===== config.mk =====
export PLATFORM = sky130hd
export DESIGN_NAME = dac_spi_frame_writer_top_flat
export DESIGN_NICKNAME = d
export VERILOG_FILES = /design/src/rtl/dsfw_pkg.sv /design/src/rtl/dsfw_if.sv /design/src/rtl/dac_spi_frame_writer_top.sv /design/src/rtl/dsfw_front.sv /design/src/rtl/dsfw_queue.sv /design/src/rtl/dsfw_back.sv /design/src/flat_wrapper.sv
export SDC_FILE = /design/constraint.sdc
export NUM_CORES = 1
export LEC_CHECK = 0
export ABC_AREA = 1
export BUFFER_PORTS_ARGS = -buffer_cell sky130_fd_sc_hd__buf_2
export CORE_MARGIN = 2
export CORE_UTILIZATION = 41
export CTS_CLUSTER_DIAMETER = 30
export CTS_CLUSTER_SIZE = 14
export DETAILED_ROUTE_END_ITERATION = 8
export PLACE_DENSITY = 0.64
export SLEW_MARGIN = 10
export SYNTH_ARGS = -nofsm -noshare
export SYNTH_HDL_FRONTEND = slang
export SYNTH_SLANG_ARGS = --single-unit

===== constraint.sdc =====
create_clock -name clk_i -period 15.9 [get_ports clk_i]
set_clock_uncertainty 0.05 [all_clocks]
set_input_delay 3.18 -clock clk_i [delete_from_list [all_inputs] [get_ports clk_i]]
set_output_delay 3.18 -clock clk_i [all_outputs]
set_load 0.005 [all_outputs]

===== src/rtl/dsfw_pkg.sv =====
// Package for the DAC serial frame writer: command codes, frame constants,
// and the fixed-point constants for the millivolt to code conversion. No dependencies.
`default_nettype none

package dsfw_pkg;

  // Converter resolution and full scale in millivolts.
  localparam int CODE_BITS     = 12;
  localparam int FULL_SCALE_MV = 3300;

  // Field widths of the command and of the frame.
  localparam int VALUE_W      = 12;
  localparam int CHANNEL_W    = 3;
  localparam int FRAME_W      = 16;
  localparam int FRAME_CODE_W = 12;
  localparam int POS_W        = 4;

  // Scaled product mv * (2^CODE_BITS - 1) and the reciprocal multiplier of full scale.
  localparam int PROD_W  = VALUE_W + CODE_BITS;
  localparam int FS_W    = 13;
  localparam int RECIP_W = PROD_W - 9;
  localparam int RECIP   = (1 << PROD_W) / FULL_SCALE_MV;

  localparam int QUEUE_DEPTH = 2;
  localparam int QPTR_W      = (QUEUE_DEPTH > 1) ? $clog2(QUEUE_DEPTH) : 1;
  localparam int QCNT_W      = $clog2(QUEUE_DEPTH + 1);

  localparam logic [FRAME_W-1:0] FRAME_MODE_THROUGH  = 16'h9000;
  localparam logic [FRAME_W-1:0] FRAME_MODE_REGISTER = 16'h8000;

  typedef enum logic [1:0] {
    ACT_SET_MV        = 2'd0,
    ACT_SET_CODE      = 2'd1,
    ACT_MODE_THROUGH  = 2'd2,
    ACT_MODE_REGISTER = 2'd3
  } action_e;

  typedef logic [FRAME_W-1:0] frame_t;

endpackage

`default_nettype wire


===== src/rtl/dsfw_if.sv =====
// Channel interfaces of the DAC serial frame writer: command, frame, result bit.
// Depends on dsfw_pkg.
`default_nettype none

interface dsfw_cmd_if;
  import dsfw_pkg::*;
  logic                 valid;
  logic                 ready;
  action_e              action;
  logic [CHANNEL_W-1:0] channel;
  logic [VALUE_W-1:0]   value;
  modport source (output valid, action, channel, value, input ready);
  modport sink   (input valid, action, channel, value, output ready);
endinterface

interface dsfw_frame_if;
  import dsfw_pkg::*;
  logic   valid;
  logic   ready;
  frame_t frame;
  modport source (output valid, frame, input ready);
  modport sink   (input valid, frame, output ready);
endinterface

interface dsfw_bit_if;
  import dsfw_pkg::*;
  logic             valid;
  logic             ready;
  logic             data_bit;
  logic [POS_W-1:0] bit_position;
  logic             last_bit;
  modport source (output valid, data_bit, bit_position, last_bit, input ready);
  modport sink   (input valid, data_bit, bit_position, last_bit, output ready);
endinterface

`default_nettype wire


===== src/rtl/dac_spi_frame_writer_top.sv =====
// Top level of the DAC serial frame writer: front end, frame queue, back end.
// Depends on dsfw_pkg, dsfw_if, dsfw_front, dsfw_queue, dsfw_back.
//
// Usage:
//   cmd_i takes one command item (action, channel, value). Set-voltage turns
//   millivolts into floor(mv * 4095 / 3300), saturated at full scale; set-code
//   sends the low code bits raw; the two mode commands send fixed frames.
//   bit_o gives 16 result items per command, bit 15 first, last_bit on bit 0.
//   Path: when the back end is free, the first bit of a frame becomes valid
//   once its accepted command has passed the second front stage, the queue
//   and the shift register. Throughput: the back-end shift register emits one
//   bit per cycle while bit_o is ready; frames follow one another with no gap.
//   The front end takes commands back to back until its two stages and the
//   two-entry queue are full, so up to four commands are absorbed
//   while a frame is shifting.
//   When the receiver stalls bit_o, the current bit holds and the queue and
//   front stages fill, then cmd_i.ready drops.
//   Reset (rst_ni low, asynchronous) empties the pipeline, the queue and the
//   shift register; no items are in flight afterwards.
`default_nettype none

module dac_spi_frame_writer_top (
  input  wire         clk_i,
  input  wire         rst_ni,
  dsfw_cmd_if.sink    cmd_i,
  dsfw_bit_if.source  bit_o
);
  import dsfw_pkg::*;

  dsfw_frame_if front_to_queue ();
  dsfw_frame_if queue_to_back ();

  dsfw_front u_front (
    .clk_i   (clk_i),
    .rst_ni  (rst_ni),
    .cmd_i   (cmd_i),
    .frame_o (front_to_queue)
  );

  dsfw_queue u_queue (
    .clk_i  (clk_i),
    .rst_ni (rst_ni),
    .in_i   (front_to_queue),
    .out_o  (queue_to_back)
  );

  dsfw_back u_back (
    .clk_i   (clk_i),
    .rst_ni  (rst_ni),
    .frame_i (queue_to_back),
    .bit_o   (bit_o)
  );

  // Bits of a frame count down one by one.
  a_pos_steps: assert property (@(posedge clk_i) disable iff (!rst_ni)
    (bit_o.valid && bit_o.ready && bit_o.bit_position != '0) |=>
      (bit_o.valid && bit_o.bit_position == $past(bit_o.bit_position) - 1'b1))
    else $error("bit position did not step down");

  // A new frame always starts at its top bit.
  a_frame_start: assert property (@(posedge clk_i) disable iff (!rst_ni)
    (bit_o.valid && bit_o.ready && bit_o.last_bit) |=>
      (!bit_o.valid || bit_o.bit_position == POS_W'(FRAME_W - 1)))
    else $error("frame did not start at top bit");

  // A frame with bit 15 set is a mode frame with empty low bits.
  a_mode_frame: assert property (@(posedge clk_i) disable iff (!rst_ni)
    (front_to_queue.valid && front_to_queue.frame[FRAME_W-1]) |->
      (front_to_queue.frame[FRAME_W-2:FRAME_W-3] == 2'b00 &&
       front_to_queue.frame[FRAME_CODE_W-1:0] == '0))
    else $error("malformed mode frame");

endmodule

`default_nettype wire


===== src/rtl/dsfw_front.sv =====
// Front end: accepts commands and builds the 16-bit frame in a short pipeline
// (scale, reciprocal multiply, remainder fix-up). Depends on dsfw_pkg, dsfw_if.
`default_nettype none

module dsfw_front (
  input  wire           clk_i,
  input  wire           rst_ni,
  dsfw_cmd_if.sink      cmd_i,
  dsfw_frame_if.source  frame_o
);
  import dsfw_pkg::*;

  localparam logic [CODE_BITS-1:0] CODE_MAX = {CODE_BITS{1'b1}};
  localparam logic [FS_W-1:0]      FS       = FS_W'(FULL_SCALE_MV);

  // stage 1: scaled product
  logic                 s1_valid_q;
  action_e              s1_action_q;
  logic [CHANNEL_W-1:0] s1_channel_q;
  logic [VALUE_W-1:0]   s1_value_q;
  logic [PROD_W-1:0]    s1_prod_q;
  logic                 s1_sat_q;

  // stage 2: quotient estimate, at most one low
  logic                 s2_valid_q;
  action_e              s2_action_q;
  logic [CHANNEL_W-1:0] s2_channel_q;
  logic [VALUE_W-1:0]   s2_value_q;
  logic [PROD_W-1:0]    s2_prod_q;
  logic                 s2_sat_q;
  logic [CODE_BITS-1:0] s2_qest_q;

  logic s1_en, s2_en;
  logic [PROD_W-1:0]         prod_d;
  logic                      sat_d;
  logic [PROD_W+RECIP_W-1:0] recip_prod;
  logic [CODE_BITS+FS_W-1:0] qfs;
  logic [CODE_BITS+FS_W-1:0] rem;
  logic [CODE_BITS-1:0]      quot;
  logic [CODE_BITS-1:0]      code;

  assign s2_en       = !s2_valid_q || frame_o.ready;
  assign s1_en       = !s1_valid_q || s2_en;
  assign cmd_i.ready = s1_en;

  // mv * (2^n - 1) as a shift and subtract
  assign prod_d = PROD_W'({cmd_i.value, {CODE_BITS{1'b0}}}) - PROD_W'(cmd_i.value);
  assign sat_d  = {1'b0, cmd_i.value} > FS;

  assign recip_prod = s1_prod_q * RECIP_W'(RECIP);

  always_ff @(posedge clk_i or negedge rst_ni) begin
    if (!rst_ni) begin
      s1_valid_q <= 1'b0;
      s2_valid_q <= 1'b0;
    end else begin
      if (s1_en) s1_valid_q <= cmd_i.valid;
      if (s2_en) s2_valid_q <= s1_valid_q;
    end
  end

  always_ff @(posedge clk_i) begin
    if (s1_en && cmd_i.valid) begin
      s1_action_q  <= cmd_i.action;
      s1_channel_q <= cmd_i.channel;
      s1_value_q   <= cmd_i.value;
      s1_prod_q    <= prod_d;
      s1_sat_q     <= sat_d;
    end
    if (s2_en && s1_valid_q) begin
      s2_action_q  <= s1_action_q;
      s2_channel_q <= s1_channel_q;
      s2_value_q   <= s1_value_q;
      s2_prod_q    <= s1_prod_q;
      s2_sat_q     <= s1_sat_q;
      s2_qest_q    <= recip_prod[PROD_W +: CODE_BITS];
    end
  end

  // remainder below twice full scale: one conditional increment
  assign qfs  = s2_qest_q * FS;
  assign rem  = (CODE_BITS+FS_W)'(s2_prod_q) - qfs;
  assign quot = (rem >= (CODE_BITS+FS_W)'(FS)) ? s2_qest_q + 1'b1 : s2_qest_q;
  assign code = s2_sat_q ? CODE_MAX : quot;

  always_comb begin
    case (s2_action_q)
      ACT_SET_MV:
        frame_o.frame = {1'b0, s2_channel_q, FRAME_CODE_W'(code)};
      ACT_SET_CODE:
        frame_o.frame = {1'b0, s2_channel_q, FRAME_CODE_W'(s2_value_q[CODE_BITS-1:0])};
      ACT_MODE_THROUGH:  frame_o.frame = FRAME_MODE_THROUGH;
      ACT_MODE_REGISTER: frame_o.frame = FRAME_MODE_REGISTER;
      default:           frame_o.frame = FRAME_MODE_REGISTER;
    endcase
  end

  assign frame_o.valid = s2_valid_q;

endmodule

`default_nettype wire


===== src/rtl/dsfw_queue.sv =====
// Short frame queue between front and back ends.
// Depends on dsfw_pkg, dsfw_if.
`default_nettype none

module dsfw_queue (
  input  wire          clk_i,
  input  wire          rst_ni,
  dsfw_frame_if.sink   in_i,
  dsfw_frame_if.source out_o
);
  import dsfw_pkg::*;

  frame_t              mem_q [QUEUE_DEPTH];
  logic [QPTR_W-1:0]   wr_ptr_q, rd_ptr_q;
  logic [QCNT_W-1:0]   count_q;
  logic                push, pop;

  assign in_i.ready  = count_q != QCNT_W'(QUEUE_DEPTH);
  assign out_o.valid = count_q != '0;
  assign out_o.frame = mem_q[rd_ptr_q];
  assign push = in_i.valid && in_i.ready;
  assign pop  = out_o.valid && out_o.ready;

  function automatic logic [QPTR_W-1:0] next_ptr(input logic [QPTR_W-1:0] p);
    return (p == QPTR_W'(QUEUE_DEPTH - 1)) ? '0 : p + 1'b1;
  endfunction

  always_ff @(posedge clk_i or negedge rst_ni) begin
    if (!rst_ni) begin
      wr_ptr_q <= '0;
      rd_ptr_q <= '0;
      count_q  <= '0;
    end else begin
      if (push) wr_ptr_q <= next_ptr(wr_ptr_q);
      if (pop)  rd_ptr_q <= next_ptr(rd_ptr_q);
      if (push && !pop)      count_q <= count_q + 1'b1;
      else if (pop && !push) count_q <= count_q - 1'b1;
    end
  end

  always_ff @(posedge clk_i) begin
    if (push) mem_q[wr_ptr_q] <= in_i.frame;
  end

endmodule

`default_nettype wire


===== src/rtl/dsfw_back.sv =====
// Back end: shifts one frame out MSB first, one result item per bit.
// Depends on dsfw_pkg, dsfw_if.
`default_nettype none

module dsfw_back (
  input  wire         clk_i,
  input  wire         rst_ni,
  dsfw_frame_if.sink  frame_i,
  dsfw_bit_if.source  bit_o
);
  import dsfw_pkg::*;

  logic             busy_q;
  frame_t           frame_q;
  logic [POS_W-1:0] pos_q;
  logic             out_acc;

  assign out_acc       = bit_o.valid && bit_o.ready;
  // reload straight after the last bit so frames run without a gap
  assign frame_i.ready = !busy_q || (out_acc && pos_q == '0);

  always_ff @(posedge clk_i or negedge rst_ni) begin
    if (!rst_ni) begin
      busy_q <= 1'b0;
      pos_q  <= '0;
    end else if (out_acc && pos_q != '0) begin
      pos_q <= pos_q - 1'b1;
    end else if (frame_i.ready) begin
      busy_q <= frame_i.valid;
      if (frame_i.valid) pos_q <= POS_W'(FRAME_W - 1);
    end
  end

  always_ff @(posedge clk_i) begin
    if (frame_i.ready && frame_i.valid) frame_q <= frame_i.frame;
  end

  assign bit_o.valid        = busy_q;
  assign bit_o.data_bit     = frame_q[pos_q];
  assign bit_o.bit_position = pos_q;
  assign bit_o.last_bit     = pos_q == '0;

endmodule

`default_nettype wire


===== src/flat_wrapper.sv =====
// flat-port wrapper written by rule: the top's interface ports become plain ports
module dac_spi_frame_writer_top_flat import dsfw_pkg::*;
  (clk_i, rst_ni, cmd_i_valid, cmd_i_action, cmd_i_channel, cmd_i_value, cmd_i_ready, bit_o_valid, bit_o_data_bit, bit_o_bit_position, bit_o_last_bit, bit_o_ready);
  dsfw_cmd_if cmd_i_i ();
  dsfw_bit_if bit_o_i ();
  input  wire clk_i;
  input  wire rst_ni;
  input wire logic [$bits(cmd_i_i.valid)-1:0] cmd_i_valid;
  input wire logic [$bits(cmd_i_i.action)-1:0] cmd_i_action;
  input wire logic [$bits(cmd_i_i.channel)-1:0] cmd_i_channel;
  input wire logic [$bits(cmd_i_i.value)-1:0] cmd_i_value;
  output wire logic [$bits(cmd_i_i.ready)-1:0] cmd_i_ready;
  output wire logic [$bits(bit_o_i.valid)-1:0] bit_o_valid;
  output wire logic [$bits(bit_o_i.data_bit)-1:0] bit_o_data_bit;
  output wire logic [$bits(bit_o_i.bit_position)-1:0] bit_o_bit_position;
  output wire logic [$bits(bit_o_i.last_bit)-1:0] bit_o_last_bit;
  input wire logic [$bits(bit_o_i.ready)-1:0] bit_o_ready;
  assign cmd_i_i.valid = cmd_i_valid;
  assign cmd_i_i.action = cmd_i_action;
  assign cmd_i_i.channel = cmd_i_channel;
  assign cmd_i_i.value = cmd_i_value;
  assign cmd_i_ready = cmd_i_i.ready;
  assign bit_o_valid = bit_o_i.valid;
  assign bit_o_data_bit = bit_o_i.data_bit;
  assign bit_o_bit_position = bit_o_i.bit_position;
  assign bit_o_last_bit = bit_o_i.last_bit;
  assign bit_o_i.ready = bit_o_ready;
  dac_spi_frame_writer_top u_core (.clk_i(clk_i), .rst_ni(rst_ni), .cmd_i(cmd_i_i), .bit_o(bit_o_i));
endmodule

* Yosys cells after proc, flatten, opt, wreduce, memory -nomap -nowiden *
Memory sizes are Yosys's and may differ from the RTL's. A register that Yosys moved wholly into a read port is not among the register bits.
Cells that the tools add are included.

cells by class
  add/sub/neg operators = 8
  $mul = 2
  $lt $le $gt $ge = 3
  equal/unequal tests = 4
  mux-type cells = 14
  bitwise operators = 1
  reduce and logical (&&, ||, !) cells = 26

operators with widths
  operator                                                number
  case mux 16 bit (4 select lines)                        1
  multiplier 24 x 11 -> 34 bit (second input constant)    1
  >= comparator 25 x 12 -> 1 bit (second input constant)  1
  subtractor 24 x 24 -> 25 bit                            1
  2-to-1 mux 12 bit                                       2
  subtractor 24 x 12 -> 24 bit                            1
  multiplier 12 x 10 -> 22 bit (second input constant)    1
  adder 12 x 1 -> 12 bit (second input constant)          1
  greater-than comparator 12 bit (second input constant)  1
  2-to-1 mux 4 bit                                        3
  logical AND 1 bit                                       9
  nonzero test 2 bit                                      4
  logical NOT 1 bit                                       5
  < comparator 4 x 5 -> 1 bit (second input constant)     1
  2-to-1 mux 1 bit                                        5
  binary-select mux 1 bit (select 4 bit)                  1
  equality test 2 bit (second input constant)             2
  logical NOT 4 bit                                       1
  2-to-1 mux 2 bit                                        2
  AND reduction 2 bit                                     2
  nonzero test 4 bit                                      1
  subtractor 4 x 1 -> 4 bit (second input constant)       1
  logical OR 1 bit                                        3
  adder 1 bit (second input constant)                     2
  other kinds (6)                                         6

word-level totals
  flip-flop bits (word level) = 107
  RAM bits = 32
  bits of input ports = 21
  output and inout port bits = 8
  word-level logic and storage cells = 77
  memories = 1

memory list
  memory                words  width  read ports  clocked after Yosys merged registers in  wr ports  line              RTL
  u_core.u_queue.mem_q  2      16     1           1                                        1         dsfw_queue.sv:13  frame_t mem_q [QUEUE_DEPTH];

* Longest topological paths before layout *
Gate-level depths: netlist (run 1).

  depth after elaboration = 7
  mapped depth = 37
  mapped depth without buffers = 36

* By module *
A second synthesis (run 1) with hierarchy kept.

unflattened totals
  cells, all modules = 1738
  area total of the unflattened synthesis = 15726.3 um^2

by module, submodules not included
  module      times used  cells each  area each (um^2)  seq. area each (um^2)
  dsfw_front  1           1521        13287.7           2872.8
  dsfw_queue  1           112         1443.9            1061.0
  dsfw_back   1           105         994.7             605.6

* Worst setup path after synthesis (run 1) *
OpenSTA, ideal clock, no wires.

  path kind = register to register
  from = reg u_core.u_front.s2_qest_q[3]
  to = mem u_core.u_queue.mem_q[0][7] (netlist name), data pin
  data arrival time = 6046 ps
  data required time = 15593 ps
  setup slack = 9547 ps
  stages on the path, launching flop included = 38
  path buffers = 1
  period minus slack after synthesis = 6353 ps
  cells stage by stage = edfxtp_1 > ha_1 > inv_1 > fa_1 > inv_1 > fa_1 > fa_1 > inv_1 > fa_1 > inv_1 > ha_1 > a21oi_1 > inv_1 > a31oi_1 > o21ai_0 > a21boi_0 > o21ai_0 > xor2_1 > [2 not listed] > inv_1 > nand2_1 > inv_1 > a21oi_1 > nand3_1 > nand2_1 > nand2_1 > inv_1 > nand2_1 > nor2_1 > nand2_1 > nor2_2 > nand2_1 > buf_6 > nand2_1 > nand3_1 > nand2_1 > nand2_1

on the way
  word-level cells in the longest chain between the ends = 6
  elaborated cells on any way between the ends = 7

RTL lines
  element                                   line              RTL
  start, declared                           dsfw_front.sv:31  logic [CODE_BITS-1:0] s2_qest_q;
  start signal, assigned                    dsfw_front.sv:76  s2_qest_q <= recip_prod[PROD_W +: CODE_BITS];
  multiplier 12 x 10 -> 22 bit              dsfw_front.sv:81  assign qfs = s2_qest_q * FS;
  subtractor 24 x 24 -> 25 bit              dsfw_front.sv:82  assign rem = (CODE_BITS+FS_W)'(s2_prod_q) - qfs;
  >= comparator 25 x 12 -> 1 bit            dsfw_front.sv:83  assign quot = (rem >= (CODE_BITS+FS_W)'(FS)) ? s2_qest_q + 1'b1 : s2_qest_q;
  2-to-1 mux 12 bit *                       dsfw_front.sv:83
  2-to-1 mux 12 bit *                       dsfw_front.sv:84  assign code = s2_sat_q ? CODE_MAX : quot;
  case mux 16 bit (4 select lines) *        dsfw_front.sv:87  case (s2_action_q)
  named net u_core.front_to_queue.frame[7]  dsfw_if.sv:20     frame_t frame;
  end, declared                             dsfw_queue.sv:13

Mark *: on every way through the listed nets, which the timed path passes. The rest lies on a longest branch.

* Final worst setup path (run 1) *
  from = reg u_core.u_front.s2_qest_q[3]
  to = mem u_core.u_queue.mem_q[0][8] (netlist name), data pin

Same word-level chain as after synthesis.

==> summary.md, run 1 <==
| Metric | Value |
|---|---|
| Initial antenna violation count | `0` |
| Gr usage total | `0.188` |
| Largest net degree at the start of global routing | `54` |
| Total CTS buffers | `17` |
| I/O pin count | `29` |
| M2 GR Usage | `0.314` |
| Final ANT Viol Nets | `0` |
| Max_slew headroom | `0.247` |
| PortBufs | `28` |
| Core Region | `0.0368 mm2` |
| Startpoint types | `flop` |
| Worst EP arrival | `7.69 ns` |
| Count of cell types in the netlist | `a little over 40` |
| Die area | `0.0391 mm2` |
| Clock Latency Late Sink | `0.43 ns` |
| CP Data Required Time | `16.03 ns` |
| DRT iter0 DRCs | `672` |
| Gr busiest metal | `met2` |
| Peak fanout along the critical path | `12` |
| Max capacitance violation total | `0` |
| Hold Path Class | `flop to flop` |
| Outcome | `completed` |
| Initial Util | `0.419` |
| Ant diodes | `0` |
| Max Slew Vio Count | `0` |
| Post-synthesis cell count | `between 1500 and 2000` |
| Wire per inst | `15.5 um` |
| Synthesis-to-layout area growth | `8.48%` |
| Hold buffers post-CTS | `0` |
| Share of cells above drive strength 1 | `0.0444` |
| Met1 GRT Util | `0.261` |
| Final design utilization | `0.454` |
| Period minus WS final | `about 7.6 ns` |
| Critical path capture point type | `flop` |
| Resized cells post-CTS | `0` |
| Post-route DRC | `0` |
| Most common cell on crit path | `nand2_1` |
| First-pass DRT Iterations | `5` |
| Setup total negative slack | `0 ns` |
| Num rows | `70` |
| Slew @ Worst Pin | `1.13 ns` |
| F_max | `132 MHz` |
| CP peak stage delay | `between 0.5 and 0.6 ns` |
| H-tree levels | `4` |
| Die width | `198 um` |
| Final WL | `34200 um` |
| Syn nets | `slightly above 2000` |
| Final setup viols | `0` |
| Via count | `11000` |
| Postcts setup bufs | `0` |
| First-pass GRT wire length | `57200 um` |
| CTS max path bufs | `2` |
| Syn avg cell area | `9.14 um2` |
| DP HPWL | `28200 um` |
| Global Route met3 Usage | `0.0184` |
| Via density | `5.00` |
| Final #Nets | `between 2000 and 2500` |
| Clock sink count | `153` |
| Mapped cell area | `0.0154 mm2` |
| CTS Root Cell | `clkbuf_16` |
| Post-route clock period utilization | `0.475` |
| Final hold violation count | `0` |
| Sequential area share after synthesis | `0.295` |
| Die Ht | `198 um` |
| Worst path slowest cell | `fa_1` |
| Vias in the first global route | `11300` |
| CTS tree | `done` |
| RSZ-0062 raised after global routing | `false` |
| Grt ovf | `0` |
| Syn. warnings | `0` |
| Crit path kind | `flop to flop` |
| Final GP Congestion | `0.940` |
| CTS clock-pin slew for the worst setup and hold paths | `0.07 ns` |
| Synth Register Bits | `153` |
[worst paths after layout]
kind / start / slack (ns) / endpoint / depth (start not counted)
min in group asynchronous: rst_ni / 2.56 / u_core.u_back.bit_o.valid$_DFFE_PN0P_ / 1
worst min register to register: u_core.u_front.s1_channel_q[1]$_DFFE_PP_ / 0.36 / u_core.u_front.s2_channel_q[1]$_DFFE_PP_ / 0
worst min-delay path: u_core.u_front.s1_channel_q[1]$_DFFE_PP_ / 0.36 / u_core.u_front.s2_channel_q[1]$_DFFE_PP_ / 0
worst max register to register: u_core.u_front.s2_qest_q[3]$_DFFE_PP_ / 8.34 / u_core.u_queue.mem_q[0][8]$_DFFE_PP_ / 34
max in group asynchronous: rst_ni / 13.03 / u_core.u_queue.wr_ptr_q$_DFFE_PN0P_ / 1
worst max-delay path: u_core.u_front.s2_qest_q[3]$_DFFE_PP_ / 8.34 / u_core.u_queue.mem_q[0][8]$_DFFE_PP_ / 34
[per-layer routing]
layer	vias to the layer above	part of all wire
met2	204	0.47
met1	5325	0.48
li1	5460	-
met5	-	0
met3	31	0.030
met4	0	0.017
[cell usage after synthesis (all sizes together)]
master	number	share of area
a31oi	2	0.00081
nand4	15	0.0061
o21ai	50	0.016
o221ai	3	0.0017
ha	201	0.16
or2	2	0.00081
clkbuf	8	0.0020
o22ai	2	0.00081
nor2	111	0.028
inv	362	0.088
a21oi	78	0.026
o211ai	4	0.0020
dfrtp	11	0.018
and2	4	0.0016
nand2	355	0.087
a211oi	1	0.00049
xor2	37	0.021
xnor2	20	0.011
edfxtp	142	0.28
fa	157	0.20
buf	4	0.0019
clkinv	1	0.00024
a21o	3	0.0015
o21a	2	0.00097
o21bai	4	0.0020
a21boi	2	0.00097
nand3b	7	0.0034
nand3	70	0.023
nor3	16	0.0052
nor4	3	0.0012
o31ai	7	0.0034
a22oi	1	0.00049
[critical path: cells and delay by family, from the launching register on]
| family | cells | cell delay [ns] |
|---|---|---|
| buf+inv | 6 | 0.32 |
| compound gates | 5 | 1.04 |
| flops | 1 | 0.50 |
| fa+ha+maj | 7 | 3.11 |
| simple gates | 15 | 2.13 |
| xor+xnor | 1 | 0.17 |
[final cells by class]
class                   count  area [um2]
fillers                  3525       20100
clock buffers              19         475
flip-flops and latches    153        4540
repair buffers             31         163
inverters                 363        1360
multi-input cells        1157        9440
clock inverters            13         139
well taps                 468         586
[sequential cells by signal, indices dropped and copies added, names as in the netlist, 2 cells and up]
register and cells:
u_core.u_back.bit_o.bit_position 4, u_core.u_back.frame_q 16, u_core.u_front.s1_action_q 2, u_core.u_front.s1_channel_q 3, u_core.u_front.s1_prod_q 23, u_core.u_front.s1_value_q 12
u_core.u_front.s2_action_q 2, u_core.u_front.s2_channel_q 3, u_core.u_front.s2_prod_q 23, u_core.u_front.s2_qest_q 12, u_core.u_front.s2_value_q 12, u_core.u_queue.count_q 2
u_core.u_queue.mem_q 32
[per-stage QoR]
step           setup WS, ns  hold WS [ns]  std cells  instance area (um2)
3_5_place_dp           8.37         0.355       2172                16100
4_1_cts                8.37         0.368       2204                16700
2_1_floorplan          9.55         0.350       1685                15400
5_1_grt                7.68         0.370       2204                16700
6_report               8.34         0.364       2204                16700
3_3_place_gp           8.51         0.351       2172                16100
[kinds of logic (layout without fill, tap and decap cells)]
logic type	after synthesis	count (layout)	synth area share
buf+inv	375	426	0.0923
compound gates	159	159	0.0569
flops	153	153	0.295
simple gates	583	583	0.156
xor+xnor	57	57	0.0324
fa+ha+maj	358	358	0.367
[cell usage in the layout (no fill, tap or decap), types with 3 or more instances in the layout]
master / netlist / layout
inv_1: 360 / 359
nand2_1: 352 / 352
ha_1: 201 / 201
fa_1: 157 / 157
edfxtp_1: 142 / 142
nor2_1: 107 / 106
a21oi_1: 77 / 77
nand3_1: 69 / 69
o21ai_0: 50 / 50
xor2_1: 37 / 37
buf_2: 2 / 28
xnor2_1: 20 / 20
clkbuf_16: 0 / 19
nor3_1: 16 / 16
nand4_1: 15 / 15
dfrtp_1: 11 / 11
o31ai_1: 7 / 7
nand3b_1: 7 / 7
inv_8: 0 / 6
nor2_2: 4 / 5
o211ai_1: 4 / 4
o21bai_1: 4 / 4
and2_1: 3 / 3
a21o_1: 3 / 3
inv_2: 2 / 3
nand2_2: 3 / 3
nor4_1: 3 / 3
o221ai_1: 3 / 3
buf_4: 1 / 3
Power of run 1 is not shown: default switching activity piles up to over one toggle a cycle in this logic, so the estimate is an artifact.
==> inputs of run 2 (changes only) <==
ABC_AREA = 0   (was 1)
PLACE_DENSITY = 0.66   (was 0.64)
clock period = 6.8 ns   (was 15.9 ns; I/O delays follow)
==> run 2 against run 1 <==
Against the previous run:
- the flow now finishes with violations (setup timing)
- register-to-register slack got worse by 8.4 ns
- worst setup slack worse by 8.4 ns
- non-clock buffer count grew 104
- synthesized area fell by 5.5%
- critical path depth is 8 lower
- hold slack about the same
==> summary.md, run 2 <==
| Metric | Value |
|---|---|
| Top_reg_cell synth | `edfxtp_1` |
| First-pass DRT Iterations | `5` |
| Async SR Flop Fraction | `0.0724` |
| Syn. warnings | `0` |
| Gr usage total | `0.178` |
| Die area | `approximately 0.037 mm2` |
| RSZ-0062 raised after global routing | `true` |
| Via count | `around 9600` |
| Top-count cell post-synth | `inv_1` |
| Worst EP arrival | `approximately 7.1 ns` |
| Post-route DRC | `0` |
| Final GP Congestion | `approximately 0.91` |
| Post-synth top cells | `inv_1, ha_1, fa_1` |
| CTS tree | `done` |
| Worst Path Buf+Inv | `6` |
| F_max | `145 MHz` |
| Die width | `between 150 and 200 um` |
| EDFF count, synth | `141` |
| Clock Latency Late Sink | `0.44 ns` |
| CTS clock-pin slew for the worst setup and hold paths | `roughly 0.07 ns` |
| Startpoint types | `flop` |
| Placed cell areas | `0.0158 mm2` |
| Post-synth top area cell | `edfxtp_1` |
| Num rows | `68` |
| Period minus WS final | `6.89 ns` |
| Final #Nets | `around 1800` |
| Hold Path Class | `flop to flop` |
| Critical path capture point type | `flop` |
| Max capacitance violation total | `0` |
| Via density | `5.13` |
| Final hold violation count | `0` |
| Synth Register Bits | `152` |
| H-tree levels | `4` |
| Max Slew Vio Count | `0` |
| Post-synthesis cell count | `approximately 1300` |
| Most common cell on crit path | `fa_1` |
| Share of cells above drive strength 1 | `0.201` |
| Total CTS buffers | `17` |
| Failing checks | `setup timing` |
| Die Ht | `192 um` |
| Top-area cell type share of the netlist area | `0.291` |
| Worst Slack Setup Final | `-0.0851 ns` |
| Largest net degree at the start of global routing | `53` |
| Sequential area share after synthesis | `0.310` |
| Largest register FFs | `32` |
| Syn avg cell area | `11.3 um2` |
| Largest Register | `u_core.u_queue.mem_q` |
| Clock sink count | `152` |
| Design area | `roughly 0.017 mm2` |
| Slew @ Worst Pin | `1.08 ns` |
| First-pass GRT wire length | `51000 um` |
| Synthesis-to-layout area growth | `17.2%` |
| Final WL | `31100 um` |
| Largest regs | `u_core.u_queue.mem_q: 32 flops, u_core.u_front.s1_prod_q: 23 flops, u_core.u_front.s2_prod_q: 22 flops` |
| CTS max path bufs | `2` |
| Vias in the first global route | `10100` |
| Initial Util | `0.419` |
| Core Region | `0.0347 mm2` |
| Final ANT Viol Nets | `0` |
| Ant diodes | `0` |
| Commonest non-fill, non-tap cell in the layout | `inv_1` |
| Mapped cell area | `0.0145 mm2` |
| Syn nets | `1661` |
| DRT iter0 DRCs | `575` |
| Wire per inst | `about 17 um` |
| Initial antenna violation count | `0` |
| Crit path kind | `flop to flop` |
| Synth area leaders | `edfxtp_1, fa_1, ha_1` |
| Max_slew headroom | `0.276` |
| Hold buffers post-CTS | `0` |
| Final setup viols | `14` |
| DP HPWL | `around 25000 um` |
| CTS Root Cell | `clkbuf_16` |
| Peak fanout along the critical path | `16` |
| Worst path slowest cell | `fa_1` |
| CP Data Required Time | `6.98 ns` |
| Worst path top cell family by delay | `adder cells` |
| I/O pin count | `29` |
| Commonest non-fill, non-tap cells in the layout | `inv_1, ha_1, fa_1, edfxtp_1, buf_4` |
| Grt ovf | `0` |
| PortBufs | `28` |
| CP peak stage delay | `0.53 ns` |
| Post-route clock period utilization | `1.01` |
| Worst hold margin | `0.364 ns` |
| Outcome | `complete, but fails checks` |
| Count of cell types in the netlist | `76` |
-- run 2: final cells by class --
class | count | area, um2
Fill cell | 3056 | 17700
Multi-Input combinational cell | 857 | 9530
Sequential cell | 152 | 4510
Timing Repair Buffer | 135 | 963
Inverter | 247 | 927
Tap cell | 455 | 569
Clock buffer | 20 | 457
Clock inverter | 12 | 105
-- run 2: metrics by stage --
step                      setup slack [ns]  setup TNS [ns]  cells  utilization
after floorplan                     0.0647               0   1282            -
after global placement              -0.372           -6.22   1833        0.456
after detailed placement            -0.516           -9.98   1833        0.456
after CTS                          -0.0783          -0.392   1876        0.486
after global routing                -0.354           -6.43   1878        0.491
final                              -0.0851          -0.563   1878        0.491
-- run 2: cells by family (layout without fill, tap and decap cells) --
kind of cell	count (synthesis)	after routing	share of synthesized area
xor+xnor	52	52	0.0313
simple gates	227	227	0.0816
compound gates	192	192	0.0891
flops	152	152	0.310
mux	28	28	0.0259
buf+inv	273	414	0.0733
fa+ha+maj	358	358	0.389
-- run 2: path summary, 6_finish.rpt --
kind | startpoint | end | slack (ns) | cells after the start
worst max-delay path | u_core.u_front.s2_qest_q[5]$_DFFE_PP_ | u_core.u_queue.mem_q[0][10]$_DFFE_PP_ | -0.09 | 26
min in group asynchronous | rst_ni | u_core.u_back.bit_o.bit_position[3]$_DFFE_PN0P_ | 0.73 | 1
max in group asynchronous | rst_ni | u_core.u_front.s1_valid_q$_DFFE_PN0N_ | 5.77 | 1
worst min-delay path | u_core.u_front.s1_action_q[0]$_DFFE_PP_ | u_core.u_front.s2_action_q[0]$_DFFE_PP_ | 0.36 | 0
worst max register to register | u_core.u_front.s2_qest_q[5]$_DFFE_PP_ | u_core.u_queue.mem_q[0][10]$_DFFE_PP_ | -0.09 | 26
worst min register to register | u_core.u_front.s1_action_q[0]$_DFFE_PP_ | u_core.u_front.s2_action_q[0]$_DFFE_PP_ | 0.36 | 0
-- run 2: repair_timing --
item | 4_1_cts | 5_1_grt
buffers inserted | 12 | 2
resized for setup | 71 | 35
pin swaps | 46 | 32
endpoints found under the setup margin | 24 | 24
-- run 2: routing by layer --
metal / GRT usage / wire (um) / vias up
li1: - / - / 4644
met1: 0.233 / 14000 / 4787
met2: 0.300 / 15200 / 165
met3: 0.0346 / 1210 / 41
met4: 0.0502 / 686 / 0
met5: 0 / 0 / -
Power of run 2 is left out for the same reason.
==> inputs of run 3 (changes only) <==
CTS_BUF_LIST = sky130_fd_sc_hd__clkbuf_4 sky130_fd_sc_hd__clkbuf_8   (was not set)
CTS_CLUSTER_DIAMETER = not set   (was 30)
PLACE_DENSITY = 0.64   (was 0.66)
==> run 3 against run 2 <==
Against the previous run:
- highest routed layer unchanged
- final cell count grew 1.4%
- global-route usage grew 0.84 points
- the flow still finishes with violations (setup timing)
- hold slack gained 0.0059 ns
- utilization shrank 0.15 points
==> summary.md, run 3 (same netlist as run 2, synthesis figures left out) <==
| Metric | Value |
|---|---|
| Max_slew headroom | `0.209` |
| H-tree levels | `4` |
| Ant diodes | `0` |
| # fillers | `3152` |
| Global Route met3 Usage | `0.0349` |
| Num rows | `68` |
| Max capacitance violation total | `0` |
| Period minus WS final | `7.08 ns` |
| Hold buffers post-CTS | `0` |
| M2 GR Usage | `0.294` |
| PortBufs | `28` |
| RSZ-0062 raised after global routing | `true` |
| Hold Path Class | `flop to flop` |
| CTS max path bufs | `2` |
| Final ANT Viol Nets | `0` |
| Peak fanout along the critical path | `8` |
| First-pass DRT Iterations | `5` |
| Startpoint types | `flop` |
| Outcome | `complete, but fails checks` |
| Total CTS buffers | `17` |
| Max Slew Vio Count | `0` |
| Initial Util | `0.419` |
| DRT iter0 DRCs | `486` |
| Failing checks | `setup timing` |
| Gr busiest metal | `met2` |
| Wire per inst | `16.9 um` |
| Post-route DRC | `0` |
| Initial antenna violation count | `0` |
| CTS Root Cell | `clkbuf_8` |
| Core Region | `around 0.035 mm2` |
| Die Ht | `192 um` |
| Clock Latency Late Sink | `0.46 ns` |
| Vias in the first global route | `10200` |
| Final setup viols | `24` |
| Grt ovf | `0` |
| CTS clock-pin slew for the worst setup and hold paths | `0.10 ns` |
| DP HPWL | `roughly 26000 um` |
| CP peak stage delay | `0.50 ns` |
| Final hold violation count | `0` |
| F_max | `141 MHz` |
| Crit path kind | `flop to flop` |
| Share of cells above drive strength 1 | `0.209` |
| Via density | `around 5.1` |
| Worst path slowest cell | `fa_1` |
| Final WL | `32200 um` |
| Largest register FFs | `32` |
| Die width | `192 um` |
| Design area | `0.0170 mm2` |
| Die area | `0.0370 mm2` |
| Final #Nets | `1816` |
| I/O pin count | `29` |
| CP Data Required Time | `a little over 7 ns` |
| Via count | `9744` |
| Commonest non-fill, non-tap cells in the layout | `inv_1, ha_1, fa_1, edfxtp_1, buf_4` |
| Placed cell areas | `~0.016 mm2` |
| Post-route clock period utilization | `1.04` |
| Largest net degree at the start of global routing | `48` |
| Largest regs | `u_core.u_queue.mem_q: 32 flops, u_core.u_front.s1_prod_q: 23 flops, u_core.u_front.s2_prod_q: 22 flops` |
| Most common cell on crit path | `fa_1` |
| Worst EP arrival | `7.38 ns` |
| Clock sink count | `roughly 150` |
| Critical path capture point type | `flop` |
| First-pass GRT wire length | `52900 um` |
| Slew @ Worst Pin | `1.18 ns` |
| Final GP Congestion | `0.878` |
| Largest Register | `u_core.u_queue.mem_q` |
| Met1 GRT Util | `0.258` |
| Commonest non-fill, non-tap cell in the layout | `inv_1` |
| Synthesis-to-layout area growth | `16.9%` |
| Gr usage total | `0.186` |
| CTS tree | `done` |
| Worst Slack Setup Final | `-0.284 ns` |
[run 3: cell type report]
cell class	count	area (um2)	share of cell area
clock buffer	19	249	0.0146
clock inverter	13	114	0.00670
inverter	247	927	0.0545
multi-input combinational	857	9440	0.555
sequential	152	4510	0.265
tap	455	569	0.0335
timing repair buffer	162	1190	0.0703
[run 3: layer usage]
layer / vias to the layer above / share of wire
met3: 46 / 0.042
met2: 173 / 0.46
met4: 0 / 0.030
met1: 4824 / 0.47
li1: 4701 / -
met5: - / 0
[run 3: path summary, 6_finish.rpt]
check | from | depth (start not counted) | to | slack [ns]
max | u_core.u_front.s2_qest_q[3]$_DFFE_PP_ | 32 | u_core.u_queue.mem_q[0][3]$_DFFE_PP_ | -0.28
min | u_core.u_front.s1_value_q[11]$_DFFE_PP_ | 0 | u_core.u_front.s2_value_q[11]$_DFFE_PP_ | 0.37
max reg2reg | u_core.u_front.s2_qest_q[3]$_DFFE_PP_ | 32 | u_core.u_queue.mem_q[0][3]$_DFFE_PP_ | -0.28
min reg2reg | u_core.u_front.s1_value_q[11]$_DFFE_PP_ | 0 | u_core.u_front.s2_value_q[11]$_DFFE_PP_ | 0.37
max in group asynchronous | rst_ni | 1 | u_core.u_queue.wr_ptr_q$_DFFE_PN0P_ | 5.79
min in group asynchronous | rst_ni | 1 | u_core.u_back.bit_o.bit_position[3]$_DFFE_PN0P_ | 0.70
[run 3: timing repair]
item                                    in CTS  in global routing
endpoints found under the setup margin      24                 24
setup buffers                               23                  6
gates cloned                                 0                  1
pin swaps                                   50                 19
resized for setup                           69                 27
[run 3: through the flow]
step           setup WS, ns   util  hold slack (ns)  setup TNS (ns)  instances
4_1_cts              -0.251  0.484            0.363           -4.74       1898
5_1_grt              -0.555  0.490            0.360          -11.68       1905
3_3_place_gp         -0.432  0.459            0.352           -7.40       1844
6_report             -0.284  0.490            0.370           -4.92       1905
3_5_place_dp         -0.652  0.459            0.355          -12.23       1844
2_1_floorplan        0.0647      -            0.350               0       1282
[run 3: critical path: cells and delay by family, from the launching register on]
| family | cells | cell delay (ns) |
|---|---|---|
| buffers and inverters | 10 | 1.20 |
| flip-flops | 1 | 0.49 |
| AO/OA/AOI/OAI | 9 | 1.40 |
| AND/OR/NAND/NOR | 5 | 0.98 |
| adder cells (fa/ha/maj) | 7 | 2.63 |
| XOR/XNOR | 1 | 0.20 |
Power of run 3 is left out for the same reason.
